<file path="config.mk">
export PLATFORM = sky130hd
export DESIGN_NAME = command_frame_builder_crc16_flat
export DESIGN_NICKNAME = d
export VERILOG_FILES = /design/src/rtl/cfb_pkg.sv /design/src/rtl/cfb_req_if.sv /design/src/rtl/cfb_byte_if.sv /design/src/rtl/cfb_cfg_regs.sv /design/src/rtl/cfb_req_stage.sv /design/src/rtl/cfb_serializer.sv /design/src/rtl/command_frame_builder_crc16.sv /design/src/flat_wrapper.sv
export SDC_FILE = /design/constraint.sdc
export NUM_CORES = 1
export LEC_CHECK = 0
export BUFFER_PORTS_ARGS = -buffer_cell sky130_fd_sc_hd__buf_2
export CAP_MARGIN = 20
export CORE_ASPECT_RATIO = 1.25
export CORE_MARGIN = 1.5
export CORE_UTILIZATION = 45
export CTS_CLUSTER_SIZE = 10
export DETAILED_ROUTE_END_ITERATION = 8
export GPL_TIMING_DRIVEN = 0
export SYNTH_ARGS = -nofsm -noshare
export SYNTH_HDL_FRONTEND = slang
export SYNTH_SLANG_ARGS = --single-unit
</file>
<file path="constraint.sdc">
create_clock -name clk_i -period 7.5 [get_ports clk_i]
set_clock_uncertainty 0.05 [all_clocks]
set_input_delay 0.75 -clock clk_i [delete_from_list [all_inputs] [get_ports clk_i]]
set_output_delay 0.75 -clock clk_i [all_outputs]
set_load 0.1 [all_outputs]
</file>
<file path="src/rtl/cfb_pkg.sv">
// ----------------------------------------------------------------------------
// cfb_pkg
// Shared types, constants and the CRC-16/CCITT-FALSE byte update for the
// command frame builder.
// ----------------------------------------------------------------------------
`default_nettype none

package cfb_pkg;

  localparam logic [7:0]  PREAMBLE_BYTE = 8'hAA;
  localparam logic [15:0] CRC_INIT      = 16'hFFFF;
  localparam logic [15:0] CRC_POLY      = 16'h1021;
  localparam logic [15:0] CRC_TOP       = 16'h8000;

  // frame kinds
  localparam logic OP_POLL   = 1'b0;
  localparam logic OP_SWITCH = 1'b1;

  // configuration register indexes
  localparam logic CFG_POLLING_CODE   = 1'b0;
  localparam logic CFG_SWITCHING_CODE = 1'b1;

  // byte positions inside a frame
  localparam logic [2:0] POS_PRE0 = 3'd0;
  localparam logic [2:0] POS_PRE1 = 3'd1;
  localparam logic [2:0] POS_ID   = 3'd2;
  localparam logic [2:0] POS_CMD  = 3'd3;
  localparam logic [2:0] POS_B4   = 3'd4;
  localparam logic [2:0] POS_B5   = 3'd5;
  localparam logic [2:0] POS_B6   = 3'd6;

  // configuration register file contents
  typedef struct packed {
    logic [7:0] polling_code;
    logic [7:0] switching_code;
  } cfg_t;

  // request as held between the input stage and the serializer
  typedef struct packed {
    logic       is_switch;
    logic [7:0] device_id;
    logic [7:0] cmd;
    logic [7:0] payload;
  } req_t;

  // one byte through the crc, msb first
  function automatic logic [15:0] crc_feed(input logic [15:0] crc, input logic [7:0] data);
    logic [15:0] c;
    c = crc ^ {data, 8'h00};
    for (int b = 0; b < 8; b++) begin
      if ((c & CRC_TOP) != 16'h0000) begin
        c = {c[14:0], 1'b0} ^ CRC_POLY;
      end else begin
        c = {c[14:0], 1'b0};
      end
    end
    return c;
  endfunction

endpackage

`default_nettype wire

</file>
<file path="src/rtl/cfb_req_if.sv">
// ----------------------------------------------------------------------------
// cfb_req_if
// Request channel: valid/ready handshake with frame kind, device id and
// switch payload.
// ----------------------------------------------------------------------------
`default_nettype none

interface cfb_req_if;
  logic       valid;
  logic       ready;
  logic       opcode;
  logic [7:0] device_id;
  logic [7:0] switch_state;

  modport source (output valid, output opcode, output device_id, output switch_state,
                  input ready);
  modport sink   (input valid, input opcode, input device_id, input switch_state,
                  output ready);
endinterface

`default_nettype wire

</file>
<file path="src/rtl/cfb_byte_if.sv">
// ----------------------------------------------------------------------------
// cfb_byte_if
// Frame byte channel: valid/ready handshake with one byte and a last flag.
// ----------------------------------------------------------------------------
`default_nettype none

interface cfb_byte_if;
  logic       valid;
  logic       ready;
  logic [7:0] out_byte;
  logic       last_byte;

  modport source (output valid, output out_byte, output last_byte, input ready);
  modport sink   (input valid, input out_byte, input last_byte, output ready);
endinterface

`default_nettype wire

</file>
<file path="src/rtl/cfb_cfg_regs.sv">
// ----------------------------------------------------------------------------
// cfb_cfg_regs
// Command code registers for polling and switch frames.
// ----------------------------------------------------------------------------
`default_nettype none

module cfb_cfg_regs import cfb_pkg::*; (
  input  wire logic       clk_i,
  input  wire logic       rst_ni,
  input  wire logic       cfg_we_i,
  input  wire logic       cfg_idx_i,
  input  wire logic [7:0] cfg_wdata_i,
  output cfg_t            cfg_o
);

  cfg_t cfg_q, cfg_d;

  // register write decode
  always_comb begin
    cfg_d = cfg_q;
    if (cfg_we_i) begin
      unique case (cfg_idx_i)
        CFG_POLLING_CODE:   cfg_d.polling_code   = cfg_wdata_i;
        CFG_SWITCHING_CODE: cfg_d.switching_code = cfg_wdata_i;
        default:            cfg_d = cfg_q;
      endcase
    end
  end

  always_ff @(posedge clk_i or negedge rst_ni) begin
    if (!rst_ni) begin
      cfg_q.polling_code   <= 8'd0;
      cfg_q.switching_code <= 8'd1;
    end else begin
      cfg_q <= cfg_d;
    end
  end

  assign cfg_o = cfg_q;

endmodule

`default_nettype wire

</file>
<file path="src/rtl/cfb_req_stage.sv">
// ----------------------------------------------------------------------------
// cfb_req_stage
// Input register: holds one request with its command code while the
// serializer sends the previous frame.
// ----------------------------------------------------------------------------
`default_nettype none

module cfb_req_stage import cfb_pkg::*; (
  input  wire logic       clk_i,
  input  wire logic       rst_ni,
  input  wire logic       in_valid_i,
  output logic            in_ready_o,
  input  wire logic       opcode_i,
  input  wire logic [7:0] device_id_i,
  input  wire logic [7:0] switch_state_i,
  input  wire cfg_t       cfg_i,
  output logic            req_valid_o,
  input  wire logic       req_take_i,
  output req_t            req_o
);

  logic valid_q, valid_d;
  req_t req_q, req_d;
  logic accept;

  // free when empty or when the held request moves on this cycle
  assign in_ready_o = !valid_q || req_take_i;
  assign accept     = in_valid_i && in_ready_o;

  always_comb begin
    valid_d = valid_q;
    req_d   = req_q;
    if (accept) begin
      valid_d           = 1'b1;
      req_d.is_switch   = opcode_i;
      req_d.device_id   = device_id_i;
      req_d.payload     = switch_state_i;
      req_d.cmd         = (opcode_i == OP_SWITCH) ? cfg_i.switching_code
                                                  : cfg_i.polling_code;
    end else if (req_take_i) begin
      valid_d = 1'b0;
    end
  end

  always_ff @(posedge clk_i or negedge rst_ni) begin
    if (!rst_ni) begin
      valid_q <= 1'b0;
    end else begin
      valid_q <= valid_d;
    end
  end

  // payload needs no reset
  always_ff @(posedge clk_i) begin
    req_q <= req_d;
  end

  assign req_valid_o = valid_q;
  assign req_o       = req_q;

endmodule

`default_nettype wire

</file>
<file path="src/rtl/cfb_serializer.sv">
// ----------------------------------------------------------------------------
// cfb_serializer
// Frame register, byte position counter and running crc; drives one frame
// byte per beat into an output register.
// ----------------------------------------------------------------------------
`default_nettype none

module cfb_serializer import cfb_pkg::*; (
  input  wire logic clk_i,
  input  wire logic rst_ni,
  input  wire logic req_valid_i,
  output logic      req_take_o,
  input  wire req_t req_i,
  output logic      out_valid_o,
  input  wire logic out_ready_i,
  output logic [7:0] out_byte_o,
  output logic      last_byte_o
);

  logic        busy_q, busy_d;
  logic [2:0]  pos_q, pos_d;
  req_t        frm_q, frm_d;
  logic [15:0] crc_q, crc_d;
  logic        ov_q, ov_d;
  logic [7:0]  ob_q, ob_d;
  logic        ol_q, ol_d;

  logic        adv;
  logic        step;
  logic        load;
  logic [7:0]  cur_byte;
  logic        cur_last;
  logic        cur_crc;

  // output register can take a byte
  assign adv  = !ov_q || out_ready_i;
  assign step = busy_q && adv;
  assign load = req_valid_i && (!busy_q || (step && cur_last));
  assign req_take_o = load;

  // byte select for the current position
  always_comb begin
    cur_byte = PREAMBLE_BYTE;
    cur_last = 1'b0;
    cur_crc  = 1'b0;
    unique case (pos_q)
      POS_PRE0, POS_PRE1: cur_byte = PREAMBLE_BYTE;
      POS_ID: begin
        cur_byte = frm_q.device_id;
        cur_crc  = 1'b1;
      end
      POS_CMD: begin
        cur_byte = frm_q.cmd;
        cur_crc  = 1'b1;
      end
      POS_B4: begin
        cur_byte = frm_q.is_switch ? frm_q.payload : crc_q[7:0];
        cur_crc  = frm_q.is_switch;
      end
      POS_B5: begin
        cur_byte = crc_q[15:8];
        cur_last = !frm_q.is_switch;
      end
      POS_B6: begin
        cur_byte = crc_q[7:0];
        cur_last = 1'b1;
      end
      default: begin
        cur_byte = PREAMBLE_BYTE;
        cur_last = 1'b1;
      end
    endcase
  end

  // frame sequencing and crc update
  always_comb begin
    busy_d = busy_q;
    pos_d  = pos_q;
    frm_d  = frm_q;
    crc_d  = crc_q;
    if (step) begin
      pos_d = pos_q + 3'd1;
      if (cur_crc) begin
        crc_d = crc_feed(crc_q, cur_byte);
      end
      if (cur_last) begin
        busy_d = 1'b0;
      end
    end
    if (load) begin
      busy_d = 1'b1;
      pos_d  = POS_PRE0;
      frm_d  = req_i;
      crc_d  = CRC_INIT;
    end
  end

  // output register
  always_comb begin
    ov_d = ov_q;
    ob_d = ob_q;
    ol_d = ol_q;
    if (step) begin
      ov_d = 1'b1;
      ob_d = cur_byte;
      ol_d = cur_last;
    end else if (out_ready_i) begin
      ov_d = 1'b0;
    end
  end

  always_ff @(posedge clk_i or negedge rst_ni) begin
    if (!rst_ni) begin
      busy_q <= 1'b0;
      pos_q  <= POS_PRE0;
      ov_q   <= 1'b0;
    end else begin
      busy_q <= busy_d;
      pos_q  <= pos_d;
      ov_q   <= ov_d;
    end
  end

  always_ff @(posedge clk_i) begin
    frm_q <= frm_d;
    crc_q <= crc_d;
    ob_q  <= ob_d;
    ol_q  <= ol_d;
  end

  assign out_valid_o = ov_q;
  assign out_byte_o  = ob_q;
  assign last_byte_o = ol_q;

  // position never runs past the frame length
  a_pos_range: assert property (@(posedge clk_i) disable iff (!rst_ni)
    busy_q |-> (pos_q <= POS_B6))
    else $error("frame position out of range");

  // polling frames end one byte early
  a_poll_len: assert property (@(posedge clk_i) disable iff (!rst_ni)
    (busy_q && !frm_q.is_switch) |-> (pos_q <= POS_B5))
    else $error("polling frame too long");

  // a new frame starts at the first preamble byte with a fresh crc
  a_load_init: assert property (@(posedge clk_i) disable iff (!rst_ni)
    load |=> (busy_q && pos_q == POS_PRE0 && crc_q == CRC_INIT))
    else $error("frame not initialized on load");

  // a byte only enters the output register while a frame is active
  a_step_busy: assert property (@(posedge clk_i) disable iff (!rst_ni)
    (!$past(busy_q) && ov_q && !$past(ov_q)) |-> 1'b0)
    else $error("byte produced while idle");

endmodule

`default_nettype wire

</file>
<file path="src/rtl/command_frame_builder_crc16.sv">
// ----------------------------------------------------------------------------
// command_frame_builder_crc16
// Builds polling and switch command frames with a CRC-16/CCITT-FALSE trailer
// and sends them one byte per beat.
// ----------------------------------------------------------------------------
// Usage:
//   req_i   : one request per beat (opcode, device_id, switch_state).
//   frame_o : one frame byte per beat, last_byte set on the final byte.
//             polling frame: AA AA id polling_code crc_lo crc_hi (6 beats)
//             switch frame : AA AA id switching_code state crc_hi crc_lo (7)
//   cfg_*   : write port for polling_code (index 0) and switching_code
//             (index 1); write only while no frame is pending.
// Path: the first byte of a request accepted into an empty block passes
//   the input register, the frame register, then the output register.
// Back-to-back: one request is held in the input register while the
//   previous frame is sent, so frames follow each other with no gap;
//   the frame rate is set by the byte-wide output.
// Reset: no frame pending, polling_code = 0x00, switching_code = 0x01.
// Stall: when frame_o.ready is low the current byte holds, the serializer
//   waits, and req_i.ready drops once the input register is full.
// ----------------------------------------------------------------------------
`default_nettype none

module command_frame_builder_crc16 import cfb_pkg::*; (
  input  wire logic       clk_i,
  input  wire logic       rst_ni,
  cfb_req_if.sink         req_i,
  cfb_byte_if.source      frame_o,
  input  wire logic       cfg_we_i,
  input  wire logic       cfg_idx_i,
  input  wire logic [7:0] cfg_wdata_i
);

  cfg_t cfg;
  req_t req;
  logic req_valid;
  logic req_take;

  // command code registers
  cfb_cfg_regs u_cfg (
    .clk_i       (clk_i),
    .rst_ni      (rst_ni),
    .cfg_we_i    (cfg_we_i),
    .cfg_idx_i   (cfg_idx_i),
    .cfg_wdata_i (cfg_wdata_i),
    .cfg_o       (cfg)
  );

  // input register
  cfb_req_stage u_req (
    .clk_i          (clk_i),
    .rst_ni         (rst_ni),
    .in_valid_i     (req_i.valid),
    .in_ready_o     (req_i.ready),
    .opcode_i       (req_i.opcode),
    .device_id_i    (req_i.device_id),
    .switch_state_i (req_i.switch_state),
    .cfg_i          (cfg),
    .req_valid_o    (req_valid),
    .req_take_i     (req_take),
    .req_o          (req)
  );

  // byte serializer with running crc
  cfb_serializer u_ser (
    .clk_i       (clk_i),
    .rst_ni      (rst_ni),
    .req_valid_i (req_valid),
    .req_take_o  (req_take),
    .req_i       (req),
    .out_valid_o (frame_o.valid),
    .out_ready_i (frame_o.ready),
    .out_byte_o  (frame_o.out_byte),
    .last_byte_o (frame_o.last_byte)
  );

endmodule

`default_nettype wire
</file>
<file path="src/flat_wrapper.sv">
// flat-port wrapper written by rule: the top's interface ports become plain ports
module command_frame_builder_crc16_flat import cfb_pkg::*;
  (clk_i, rst_ni, cfg_we_i, cfg_idx_i, cfg_wdata_i, req_i_valid, req_i_opcode, req_i_device_id, req_i_switch_state, req_i_ready, frame_o_valid, frame_o_out_byte, frame_o_last_byte, frame_o_ready);
  cfb_req_if req_i_i ();
  cfb_byte_if frame_o_i ();
  input  wire logic clk_i;
  input  wire logic rst_ni;
  input  wire logic cfg_we_i;
  input  wire logic cfg_idx_i;
  input  wire logic [7:0] cfg_wdata_i;
  input wire logic [$bits(req_i_i.valid)-1:0] req_i_valid;
  input wire logic [$bits(req_i_i.opcode)-1:0] req_i_opcode;
  input wire logic [$bits(req_i_i.device_id)-1:0] req_i_device_id;
  input wire logic [$bits(req_i_i.switch_state)-1:0] req_i_switch_state;
  output wire logic [$bits(req_i_i.ready)-1:0] req_i_ready;
  output wire logic [$bits(frame_o_i.valid)-1:0] frame_o_valid;
  output wire logic [$bits(frame_o_i.out_byte)-1:0] frame_o_out_byte;
  output wire logic [$bits(frame_o_i.last_byte)-1:0] frame_o_last_byte;
  input wire logic [$bits(frame_o_i.ready)-1:0] frame_o_ready;
  assign req_i_i.valid = req_i_valid;
  assign req_i_i.opcode = req_i_opcode;
  assign req_i_i.device_id = req_i_device_id;
  assign req_i_i.switch_state = req_i_switch_state;
  assign req_i_ready = req_i_i.ready;
  assign frame_o_valid = frame_o_i.valid;
  assign frame_o_out_byte = frame_o_i.out_byte;
  assign frame_o_last_byte = frame_o_i.last_byte;
  assign frame_o_i.ready = frame_o_ready;
  command_frame_builder_crc16 u_core (.clk_i(clk_i), .rst_ni(rst_ni), .req_i(req_i_i), .frame_o(frame_o_i), .cfg_we_i(cfg_we_i), .cfg_idx_i(cfg_idx_i), .cfg_wdata_i(cfg_wdata_i));
endmodule
</file>
# --- Word-level counts from Yosys, hierarchy flattened ---
# Cells that the tools add are included.
# W data, S select, Z words.
word_totals:
  ff_bits: 97
  elab_cells: 92
classes:
  add_sub_neg: 1
  n_eq_ne: 6
  n_mux: 36
  bitwise: 10
  n_reduce_logical: 22
op_table:
  columns: ["operator", "count"]
  rows:
  - ["$mux W16", 14]
  - ["$mux W13", 8]
  - ["$pmux W8 S5", 1]
  - ["$not A3 Y3", 8]
  - ["$mux W8", 2]
  - ["$xor A16 B16 Y16", 1]
  - ["$eq A3 B3 Y1 const B", 3]
  - ["$reduce_and A2 Y1", 4]
  - ["$reduce_bool A2 Y1", 4]
  - ["$mux W1", 7]
  - ["$eq A3 B2 Y1 const B", 2]
  - ["$mux W3", 2]
  - ["$reduce_or A5 Y1", 1]
  - ["$logic_and A1 B1 Y1", 4]
  - ["$logic_not A1 Y1", 4]
  - ["$pmux W1 S2", 2]
  - ["$add A3 B1 Y3 const B", 1]
  - ["$eq A3 B1 Y1 const B", 1]
  - ["$logic_not A3 Y1", 1]
  - ["$logic_or A1 B1 Y1", 3]
  - ["$reduce_or A2 Y1", 1]
  - ["$not A1 Y1", 1]

# --- Depth between registers and ports, before layout ---
# Gate-level depths: netlist of run 1.
depth:
  ltp_word: 33
  depth_mapped: 11

# --- By module ---
# A second synthesis of run 1 with hierarchy kept.
hier_totals:
  cells_unflattened: 294
  hier_area_um2: 4259.1
modules_own_cells:
  columns: ["module", "instances", "cells_per_inst", "area_per_inst_um2", "seq_area_each_um2"]
  rows:
  - ["cfb_serializer", 1, 221, 2690.1, 1466.4]
  - ["cfb_req_stage", 1, 38, 925.9, 775.7]
  - ["cfb_cfg_regs", 1, 35, 643.1, 401.6]

# --- Least setup slack after synthesis of run 1 ---
# OpenSTA, ideal clock, no wires.
synth_timing:
  path_type: "reg2reg"
  from: "register u_core.u_ser.pos_q[0]"
  to: "register u_core.u_req.req_q, in the netlist u_core.u_req.req_o[0], enable pin"
  t_arrival_ns: 2.726
  required_ns: 7.066
  setup_slack_ns: 4.340
  path_stages_with_launch: 8
  synth_period_minus_slack_ns: 3.160
  path_cell_list: "dfrtp_1 > ha_1 > ha_1 > buf_2 > o32a_1 > o21ai_1 > or2_2 > and2_1"
synth_via:
  elab_chain_len: 8
synth_lines:
  columns: ["item", "line_no", "text"]
  rows:
  - ["start, declared", "cfb_serializer.sv:21", "logic [2:0] pos_q, pos_d;"]
  - ["start signal, assigned", "cfb_serializer.sv:119", "pos_q <= pos_d;"]
  - ["$eq A3 B3 Y1, or another cell as far along", "cfb_serializer.sv:46", "unique case (pos_q)"]
  - ["$reduce_or A5 Y1 (no source line)", null, null]
  - ["$pmux W1 S2 *", "cfb_serializer.sv:46", null]
  - ["$logic_and A1 B1 Y1 *", "cfb_serializer.sv:38", "assign load = req_valid_i && (!busy_q || (step && cur_last));"]
  - ["$logic_or A1 B1 Y1 *", "cfb_serializer.sv:38", null]
  - ["$logic_and A1 B1 Y1 *", "cfb_serializer.sv:38", null]
  - ["$logic_or A1 B1 Y1 *", "cfb_req_stage.sv:27", "assign in_ready_o = !valid_q || req_take_i;"]
  - ["via req_i_ready", "flat_wrapper.sv:15", "output wire logic [$bits(req_i_i.ready)-1:0] req_i_ready;"]
  - ["$logic_and A1 B1 Y1 *", "cfb_req_stage.sv:28", "assign accept = in_valid_i && in_ready_o;"]
  - ["via u_core.u_req.accept", "cfb_req_stage.sv:24", "logic accept;"]
  - ["end signal, assigned", "cfb_req_stage.sv:55", "req_q <= req_d;"]
  - ["end, declared", "cfb_req_stage.sv:23", "req_t req_q, req_d;"]
# The timed path passes the listed nets; every way through them passes the cells marked *.
# A chain may end at the register's enable or synchronous reset.

# --- Final worst setup path of run 1 ---
layout_timing:
  from: "register u_core.u_ser.pos_q[1]"
  to: "output port req_i_ready"
layout_via:
  elab_chain_len: 7
layout_lines:
  columns: ["item", "line_no"]
  rows:
  - ["$eq A3 B3 Y1, or another cell as far along", "cfb_serializer.sv:46"]
  - ["$reduce_or A5 Y1 (no source line)", null]
  - ["$pmux W1 S2 *", "cfb_serializer.sv:46"]
  - ["$logic_and A1 B1 Y1 *", "cfb_serializer.sv:38"]
  - ["$logic_or A1 B1 Y1 *", "cfb_serializer.sv:38"]
  - ["$logic_and A1 B1 Y1 *", "cfb_serializer.sv:38"]
  - ["$logic_or A1 B1 Y1 *", "cfb_req_stage.sv:27"]
  - ["end, declared", "flat_wrapper.sv:15"]
# Every way passes the cells marked *; elsewhere a longest branch is shown, timed or not.

==> metrics.md, run 1 <==
| Metric | Value |
|---|---|
| Number of synthesized flops with an enable pin | 59 |
| Slowest cell on the critical path | buf_2 |
| Core area | 9220 sq um |
| Post-CTS sizing | 0 |
| Comb power frac | 44.3% |
| Startpoint Class | flip-flop |
| Setup repair after global routing missed its margin | no |
| Pre-Repair DR Iteration Count | 5 |
| Synthesized flop and latch total | 97 |
| Worst Path Max Fanout | 10 |
| Starting Density | 46.8% |
| CP arrival | 2.80 ns |
| Overflow after GRT | 0 |
| Peak VDD IR | 0.154 mV |
| Area after DPL | 4670 sq um |
| Syn Inst Count | 332 |
| Crit path largest cell delay | 0.42 ns |
| Seq/Total Area, Yosys | 61.3% |
| Net Sw Power | 0.984 mW |
| Routed wire length | 8080 um |
| Final Cycle Share | 47.9% |
| P_leak | 1.94 nW |
| Worst slew pin tran | 1.02 ns |
| Period minus WS final | 3.60 ns |
| Final hold slack | 0.321 ns |
| Largest net degree at the start of global routing | 35 |
| Setup bufs post-CTS | 0 |
| Via Count | 2758 |
| Share of post-route cells with drive strength above 1 | 27.2% |
| Most common cell in the netlist | edfxtp_1 |
| Cell variety after synth | 65 |
| Row cnt | 39 |
| Vias in the first global route | 2632 |
| Setup crit start | u_core.u_ser.pos_q[1]$_DFFE_PN0P_ |
| Die Area | 10200 sq um |
| Clock sink count | 97 |
| GP Congestion | 0.823 |
| Clock-pin slew on the worst setup and hold paths | 0.07 ns |
| Initial antenna violation count | 0 |
| Fill count | 806 |
| Fin cells | 512 |
| First-pass GRT wire length | 13300 um |
| Cell-internal power | 1.39 mW |
| Avg Cell Area, Syn | 13.0 sq um |
| Final non-filler cell area | 4950 sq um |
| Slew margin rel. | 31.7% |
| Share of flip-flops with an asynchronous set or reset | 22.7% |
| Main synth FF type | edfxtp_1 |
| TritonCTS clock tree | yes |
| Status | complete, no violations |
| Clk pwr share | 18.1% |
| Worst Path Class, Setup | flip-flop to output pin |
| N_diodes | 0 |
| Per-cell routed wire length | 15.8 um |
| Hold crit path type | primary input to async pin |
| Critical Path End Type | output pin |
| DIE WIDTH | 90.6 um |
| Max Fclk | 0.278 GHz |
| WP data required | 6.70 ns |
| Final HPWL DP | 5860 um |
| # setup viols final | 0 |
| Routed Antenna Nets | 0 |
| Register share of total power | 37.6% |
| Synthesized area | 4310 sq um |
| CTS Hold Bufs | 0 |
| Nets | 420 |
| Num CTS Buffers | 9 |
| Vias/cell | 5.39 |
| Gr usage total | 17.1% |
| Longest Clk Path Bufs | 2 |
| Initial DRC Count | 153 |
| P&R area growth vs syn | 14.8% |
| Post-synth net total | 368 |
| Htree depth | 3 |
| Final Hold Fails | 0 |
| Post-synth top area cell | edfxtp_1 |
| Max Cap Viol | 0 |
| PD cells | 479 nW/um^2 |
| Total negative slack | 0 ns |
| Worst slack at placement | 3.97 ns |
| Number of I/O port buffers | 41 |
| Ranking of synthesized cells by area | edfxtp_1 (41%), dfrtp_1 (12%), dfxtp_1 (7.4%), mux2_2 (7.0%), mux2i_1 (3.0%) |
| Die height | 112 um |
| Clk_lat worst skew | 0.34 ns |
| DR DRC count | 0 |
| Net switching fraction of the power | 41.5% |
| Max-slew violations | 0 |
| Worst-path cell chain | inv_1, ha_1, clkbuf_1, nand2_1, o32a_1, o21ai_1, or2_2, buf_2 |
| Placed instance count | 496 |
| Final core occ | 53.7% |
| Yosys top cell area share | 41.1% |
| Fin worst setup slack | 3.90 ns |
| Synth cell count leaders | edfxtp_1 (59), nand2_1 (34), mux2_2 (27) |
| Top Ports | 42 |
| YS warnings | 0 |
| Critical R2R Launch | u_core.u_ser.pos_q[1]$_DFFE_PN0P_ |
| Clock root buffer | clkbuf_16 |
| Power, Total | 2.37 mW |
-- cell usage in the layout, fill, tap and decap left out, types with 9 or more instances in the layout --
master	n
mux2i_1	13
inv_1	10
edfxtp_1	59
buf_2	43
nor2_1	12
o211ai_1	12
nand2_1	34
dfxtp_1	16
clkbuf_16	9
a21oi_1	12
mux2_2	27
nand2b_1	9
dfrtp_1	21
-- state kept, by name (all words and copies together) (netlist names) --
name / count
u_core.u_ser.last_byte_o: 1
u_core.u_req.req_valid_o: 1
u_core.u_cfg.cfg_o: 16
u_core.u_ser.frm_q: 25
u_core.u_req.req_o: 25
u_core.u_ser.out_valid_o: 1
u_core.u_ser.busy_q: 1
u_core.u_ser.crc_q: 16
u_core.u_ser.out_byte_o: 8
u_core.u_ser.pos_q: 3
-- worst max-delay path: cells and delay by family (launching register included) --
kind	cells	cell delay, ns
buffers and inverters	3	0.91
AO/OA/AOI/OAI	2	0.49
AND/OR/NAND/NOR	2	0.46
flip-flops	1	0.41
adder cells (fa/ha/maj)	1	0.19
-- kinds of logic after synthesis --
kind of cell	share of synthesized area, %
adders and majority gates	1.45
AOI/OAI and AO/OA	11.3
xor gates and xnor gates	1.42
and+or+nand+nor	11.3
muxes	10.7
buffers and inverters	2.52
DFF	61.3
-- metal layers --
metal	global-route usage (%)	wire, um	up-vias
li1	-	-	1350
met1	22.1	3640	1337
met2	27.2	3960	58
met3	3.93	328	13
met4	8.15	146	0
met5	0	0	-
-- power by group through the flow --
stage / Combinational, mW / Sequential (mW) / Clock, mW
after floorplan: 0.673 / 1.05 / 0
after global placement: 1.03 / 0.896 / 0
after detailed placement: 1.04 / 0.903 / 0
after CTS: 1.05 / 0.892 / 0.440
after global routing: 1.14 / 0.912 / 0.462
final: 1.05 / 0.892 / 0.429
-- worst paths after layout --
path | endpoint | slack [ns] | depth (start not counted)
setup / recovery | req_i_ready | 3.90 | 8
hold / removal | u_core.u_cfg.cfg_o[9]$_DFFE_PN0P_ | 0.32 | 1
setup reg to reg | u_core.u_ser.frm_q[12]$_DFFE_PP_ | 3.97 | 9
hold reg to reg | u_core.u_ser.frm_q[20]$_DFFE_PP_ | 0.37 | 0
max in group asynchronous | u_core.u_cfg.cfg_o[0]$_DFFE_PN1P_ | 6.72 | 1
min in group clk_i | u_core.u_ser.frm_q[20]$_DFFE_PP_ | 0.37 | 0
-- final cells by class --
class	instances	area (sq um)	area share [%]
plain buffers	12	71.3	1.44
multi-input cells	213	1560	31.5
clock buffers	10	239	4.83
flip-flops and latches	97	2640	53.4
clock inverters	6	40.0	0.808
well taps	123	154	3.11
repair buffers	41	205	4.14
inverters	10	37.5	0.758
No activity file was read; power rests on OpenSTA's default activity.
==> inputs of run 2 (changes only) <==
clock period = 3.55 ns   (was 7.5 ns; I/O delays follow)
==> metrics.md, run 2 (same netlist as run 1, synthesis figures left out) <==
| Metric | Value |
|---|---|
| Met3 WL | 363 um |
| Worst slew pin tran | 0.716 ns |
| Max Fclk | 0.310 GHz |
| Top Ports | 42 |
| Post-Route M1 WL | 3580 um |
| P&R area growth vs syn | 15.2% |
| Startpoint Class | flip-flop |
| Comb power frac | 44.5% |
| Clock-pin slew on the worst setup and hold paths | 0.07 ns |
| Fin worst setup slack | 0.329 ns |
| Critical Path End Type | flip-flop |
| CP arrival | 3.18 ns |
| TritonCTS clock tree | yes |
| Nets | 421 |
| Final Cycle Share | 90.7% |
| Final Hold Fails | 0 |
| Total negative slack | 0 ns |
| Row cnt | 39 |
| Setup bufs post-CTS | 0 |
| Clock root buffer | clkbuf_16 |
| Clock sink count | 97 |
| Max Cap Viol | 0 |
| First-pass GRT wire length | 13300 um |
| Initial antenna violation count | 0 |
| PD cells | 1010 nW/um^2 |
| DR DRC count | 0 |
| Net switching fraction of the power | 41.5% |
| Pre-Repair DR Iteration Count | 7 |
| DR top layer | met4 |
| Placed instance count | 496 |
| Share of post-route cells with drive strength above 1 | 27.4% |
| WP data required | 3.51 ns |
| N_diodes | 0 |
| Commonest non-fill, non-tap cell in the layout | edfxtp_1 |
| Routed wire length | 8090 um |
| Vias in the first global route | 2634 |
| Max-slew violations | 0 |
| DIE WIDTH | 90.6 um |
| Net Sw Power | 2.08 mW |
| Gr usage total | 17.1% |
| Largest net degree at the start of global routing | 35 |
| Status | complete, no violations |
| Starting Density | 46.8% |
| Num CTS Buffers | 9 |
| Clk pwr share | 18.1% |
| Peak VDD IR | 0.323 mV |
| P_leak | 1.95 nW |
| Power, Total | 5.02 mW |
| Register share of total power | 37.4% |
| Fin cells | 513 |
| Hold crit path type | primary input to flip-flop |
| Die Area | 10200 sq um |
| Worst slack at placement | 0.0177 ns |
| Per-cell routed wire length | 15.8 um |
| Number of I/O port buffers | 41 |
| Core area | 9220 sq um |
| WL met2 | 4040 um |
| # setup viols final | 0 |
| Htree depth | 3 |
| Longest Clk Path Bufs | 2 |
| Final HPWL DP | 5860 um |
| Setup repair after global routing missed its margin | no |
| Clk_lat worst skew | 0.34 ns |
| Routed Antenna Nets | 0 |
| Via Count | 2777 |
| Worst Path Max Fanout | 34 |
| Commonest non-fill, non-tap cells in the layout | edfxtp_1 (59), buf_2 (42), nand2_1 (34) |
| Period minus WS final | 3.22 ns |
| Die height | 112 um |
| Vias/cell | 5.41 |
| Overflow after GRT | 0 |
| Cell-internal power | 2.94 mW |
| Initial DRC Count | 173 |
| Worst Path Class, Setup | flip-flop to flip-flop |
| Slew margin rel. | 52.3% |
| GP Congestion | 0.823 |
==> run 2: changes by cell type in the layout (fill, tap and decap cells not counted), sizes merged <==
cell,delta
dlygate4sd3,+1
==> run 2: path summary, 6_finish.rpt <==
check,startpoint,endpoint,slack [ns],cells past startpoint
max reg2reg,u_core.u_ser.pos_q[1]$_DFFE_PN0P_,u_core.u_ser.frm_q[8]$_DFFE_PP_,0.33,9
min,req_i_device_id[6],u_core.u_req.req_o[22]$_DFFE_PP_,0.14,1
max in group asynchronous,rst_ni,u_core.u_cfg.cfg_o[0]$_DFFE_PN1P_,2.63,2
min reg2reg,u_core.u_req.req_o[15]$_DFFE_PP_,u_core.u_ser.frm_q[15]$_DFFE_PP_,0.37,0
max,u_core.u_ser.pos_q[1]$_DFFE_PN0P_,u_core.u_ser.frm_q[8]$_DFFE_PP_,0.33,9
min in group asynchronous,rst_ni,u_core.u_cfg.cfg_o[9]$_DFFE_PN0P_,0.46,2
==> run 2: metal layers <==
layer	global-route usage [%]	vias to the layer above
li1	-	1354
met1	22.3	1348
met2	27.5	66
met3	3.79	9
met4	7.51	0
met5	0	-
==> run 2: area by class of cell <==
| cell class | count | area, sq um |
|---|---|---|
| plain buffers | 12 | 77.6 |
| well taps | 123 | 154 |
| flip-flops and latches | 97 | 2640 |
| clock buffers | 10 | 239 |
| clock inverters | 6 | 40.0 |
| multi-input cells | 213 | 1560 |
| inverters | 10 | 37.5 |
| repair buffers | 42 | 215 |
| fillers | 806 | 4250 |
==> run 2: through the flow <==
| step | hold WS (ns) | instance area (sq um) | utilization (%) |
|---|---|---|---|
| floorplan | 0.00941 | 4310 | - |
| global placement | 0.300 | 4670 | 50.7 |
| detailed placement | 0.295 | 4670 | 50.7 |
| CTS | 0.132 | 4960 | 53.8 |
| global route | 0.126 | 4970 | 53.9 |
| finish | 0.138 | 4970 | 53.9 |
==> run 2: critical path, stage by stage (launching register included) <==
cell,delay [ns]
dfrtp_1,0.41
inv_1,0.11
ha_1,0.19
clkbuf_1,0.38
nand2_1,0.30
o32a_1,0.28
o21ai_1,0.21
nand2_1,0.34
inv_1,0.29
buf_6,0.32
==> run 2: power groups by stage <==
stage	Combinational, mW	Sequential [mW]	Clock [mW]
floorplan	1.42	2.23	0
global placement	2.18	1.89	0
finish	2.24	1.88	0.906
CTS	2.22	1.88	0.930
global route	2.42	1.92	0.975
detailed placement	2.21	1.91	0
==> run 2: what timing repair did <==
action                                 CTS  global route
gates cloned                             0             0
setup endpoints to repair               25            50
gates resized for setup                  1             2
endpoints found under the hold margin   21             0
hold buffers                             1             0
==> inputs of run 3 (changes only) <==
CELL_PAD_IN_SITES_DETAIL_PLACEMENT = 2   (was unset)
CELL_PAD_IN_SITES_GLOBAL_PLACEMENT = 2   (was unset)
CORE_UTILIZATION = 41   (was 45)
PLACE_DENSITY_LB_ADDON = 0.1   (was unset)
==> metrics.md, run 3 (same netlist as run 1, synthesis figures left out) <==
| Metric | Value |
|---|---|
| Clk pwr share | 18.7% |
| Net Sw Power | 2.30 mW |
| Fill count | 1011 |
| Core area | 10200 sq um |
| Hold crit path type | primary input to flip-flop |
| Peak VDD IR | 0.473 mV |
| Vias in the first global route | 3219 |
| CP arrival | 2.92 ns |
| Net switching fraction of the power | 43.8% |
| Max Fclk | 0.301 GHz |
| Critical Path End Type | output pin |
| Final non-filler cell area | 5010 sq um |
| Period minus WS final | 3.33 ns |
| Comb power frac | 44.7% |
| Initial DRC Count | 131 |
| GP Congestion | 0.856 |
| Worst-path cell chain | inv_1, ha_1, clkbuf_1, nand2_1, o32a_1, o21ai_1, or2_2, buf_2 |
| Setup bufs post-CTS | 0 |
| Via Count | 2898 |
| DIE WIDTH | 94.8 um |
| Share of post-route cells with drive strength above 1 | 27.9% |
| Row cnt | 41 |
| Reg2Reg Setup Slack | 0.33 ns |
| # setup viols final | 0 |
| TritonCTS clock tree | yes |
| Register share of total power | 36.6% |
| Worst slew pin tran | 0.762 ns |
| Placed instance count | 502 |
| Worst Path Max Fanout | 10 |
| Clock root buffer | clkbuf_16 |
| Slew margin rel. | 49.2% |
| Max Cap Viol | 0 |
| P&R area growth vs syn | 16.2% |
| Starting Density | 42.5% |
| Num CTS Buffers | 9 |
| N_diodes | 0 |
| Final Hold Fails | 0 |
| Die Area | 11200 sq um |
| First-pass GRT wire length | 17300 um |
| Pre-Repair DR Iteration Count | 4 |
| Clock sink count | 97 |
| WP data required | 3.14 ns |
| Commonest non-fill, non-tap cell in the layout | edfxtp_1 |
| Fin cells | 519 |
| Startpoint Class | flip-flop |
| Number of I/O port buffers | 41 |
| Largest net degree at the start of global routing | 35 |
| Final Cycle Share | 93.7% |
| Area after DPL | 4680 sq um |
| Top Ports | 42 |
| Overflow after GRT | 0 |
| Die height | 118 um |
| Max-slew violations | 0 |
| Routed Antenna Nets | 0 |
| Initial antenna violation count | 0 |
| Vias/cell | 5.58 |
| Total negative slack | 0 ns |
| Per-cell routed wire length | 20.9 um |
| P_leak | 1.95 nW |
| Crit path largest cell delay | 0.42 ns |
| Cell-internal power | 2.95 mW |
| Htree depth | 3 |
| Gr usage total | 21.2% |
| Final HPWL DP | 8030 um |
| PD cells | 1050 nW/um^2 |
| Commonest non-fill, non-tap cells in the layout | edfxtp_1 (59), buf_2 (42), nand2_1 (33) |
| Worst Path Class, Setup | flip-flop to output pin |
| Status | complete, no violations |
| Routed wire length | 10900 um |
| DR DRC count | 0 |
| Nets | 421 |
| Clock-pin slew on the worst setup and hold paths | 0.07 ns |
| Longest Clk Path Bufs | 2 |
| Clk_lat worst skew | 0.35 ns |
| Setup repair after global routing missed its margin | no |
| Slowest cell on the critical path | buf_2 |
run 3: metal layers:
| layer | global-route usage, % | vias up | routed length [um] | share of wire (%) |
|---|---|---|---|---|
| li1 | - | 1353 | - | - |
| met4 | 7.28 | 0 | 150 | 1.4 |
| met2 | 37.7 | 52 | 5900 | 54 |
| met5 | 0 | - | 0 | 0 |
| met3 | 3.68 | 10 | 283 | 2.6 |
| met1 | 25.0 | 1483 | 4520 | 42 |
run 3: stage by stage:
stage / utilization (%) / power [mW] / setup WS, ns / hold slack, ns
floorplan: - / 3.65 / 0.390 / 0.00941
global placement: 46.1 / 4.14 / -0.131 / 0.297
detailed placement: 46.1 / 4.27 / -0.240 / 0.295
CTS: 49.3 / 5.29 / 0.133 / 0.118
global route: 49.3 / 5.55 / 0.0169 / 0.111
finish: 49.3 / 5.25 / 0.223 / 0.128
run 3: repair_timing:
action | in CTS | in global routing
hold buffers | 1 | 0
gates resized for setup | 3 | 1
cloned | 0 | 0
endpoints found under the hold margin | 21 | 0
endpoints found under the setup margin | 34 | 6
run 3: final timing paths:
kind	startpoint	end	cells after the start
min reg2reg	u_core.u_req.req_o[23]$_DFFE_PP_	u_core.u_ser.frm_q[23]$_DFFE_PP_	0
min	req_i_device_id[4]	u_core.u_req.req_o[20]$_DFFE_PP_	1
max	u_core.u_ser.pos_q[1]$_DFFE_PN0P_	req_i_ready	8
max reg2reg	u_core.u_ser.pos_q[1]$_DFFE_PN0P_	u_core.u_ser.frm_q[6]$_DFFE_PP_	9
max in group asynchronous	rst_ni	u_core.u_cfg.cfg_o[0]$_DFFE_PN1P_	2
min in group asynchronous	rst_ni	u_core.u_cfg.cfg_o[4]$_DFFE_PN0P_	2
run 3: power by group through the flow:
stage	clock (mW)	sequential, mW	combinational, mW
floorplan	0	2.23	1.42
global placement	0	1.90	2.23
detailed placement	0	1.94	2.33
CTS	1.00	1.92	2.37
global route	1.06	1.96	2.53
finish	0.983	1.92	2.35
run 3: area by class of cell:
class / instances / area, sq um / share of cell area, %
Sequential cell: 97 / 2640 / 52.8
Timing Repair Buffer: 42 / 215 / 4.29
Buffer: 12 / 77.6 / 1.55
Clock buffer: 9 / 225 / 4.49
Multi-Input combinational cell: 213 / 1570 / 31.2
Tap cell: 129 / 161 / 3.22
Clock inverter: 7 / 85.1 / 1.70
Inverter: 10 / 37.5 / 0.749
run 3: critical path, delay by kind of cell (launching register included):
family                     cells  cell delay [ns]
AOI/OAI and AO/OA              2             0.57
adders and majority gates      1             0.20
buffers and inverters          3             0.90
DFF                            1             0.41
and+or+nand+nor                2             0.50
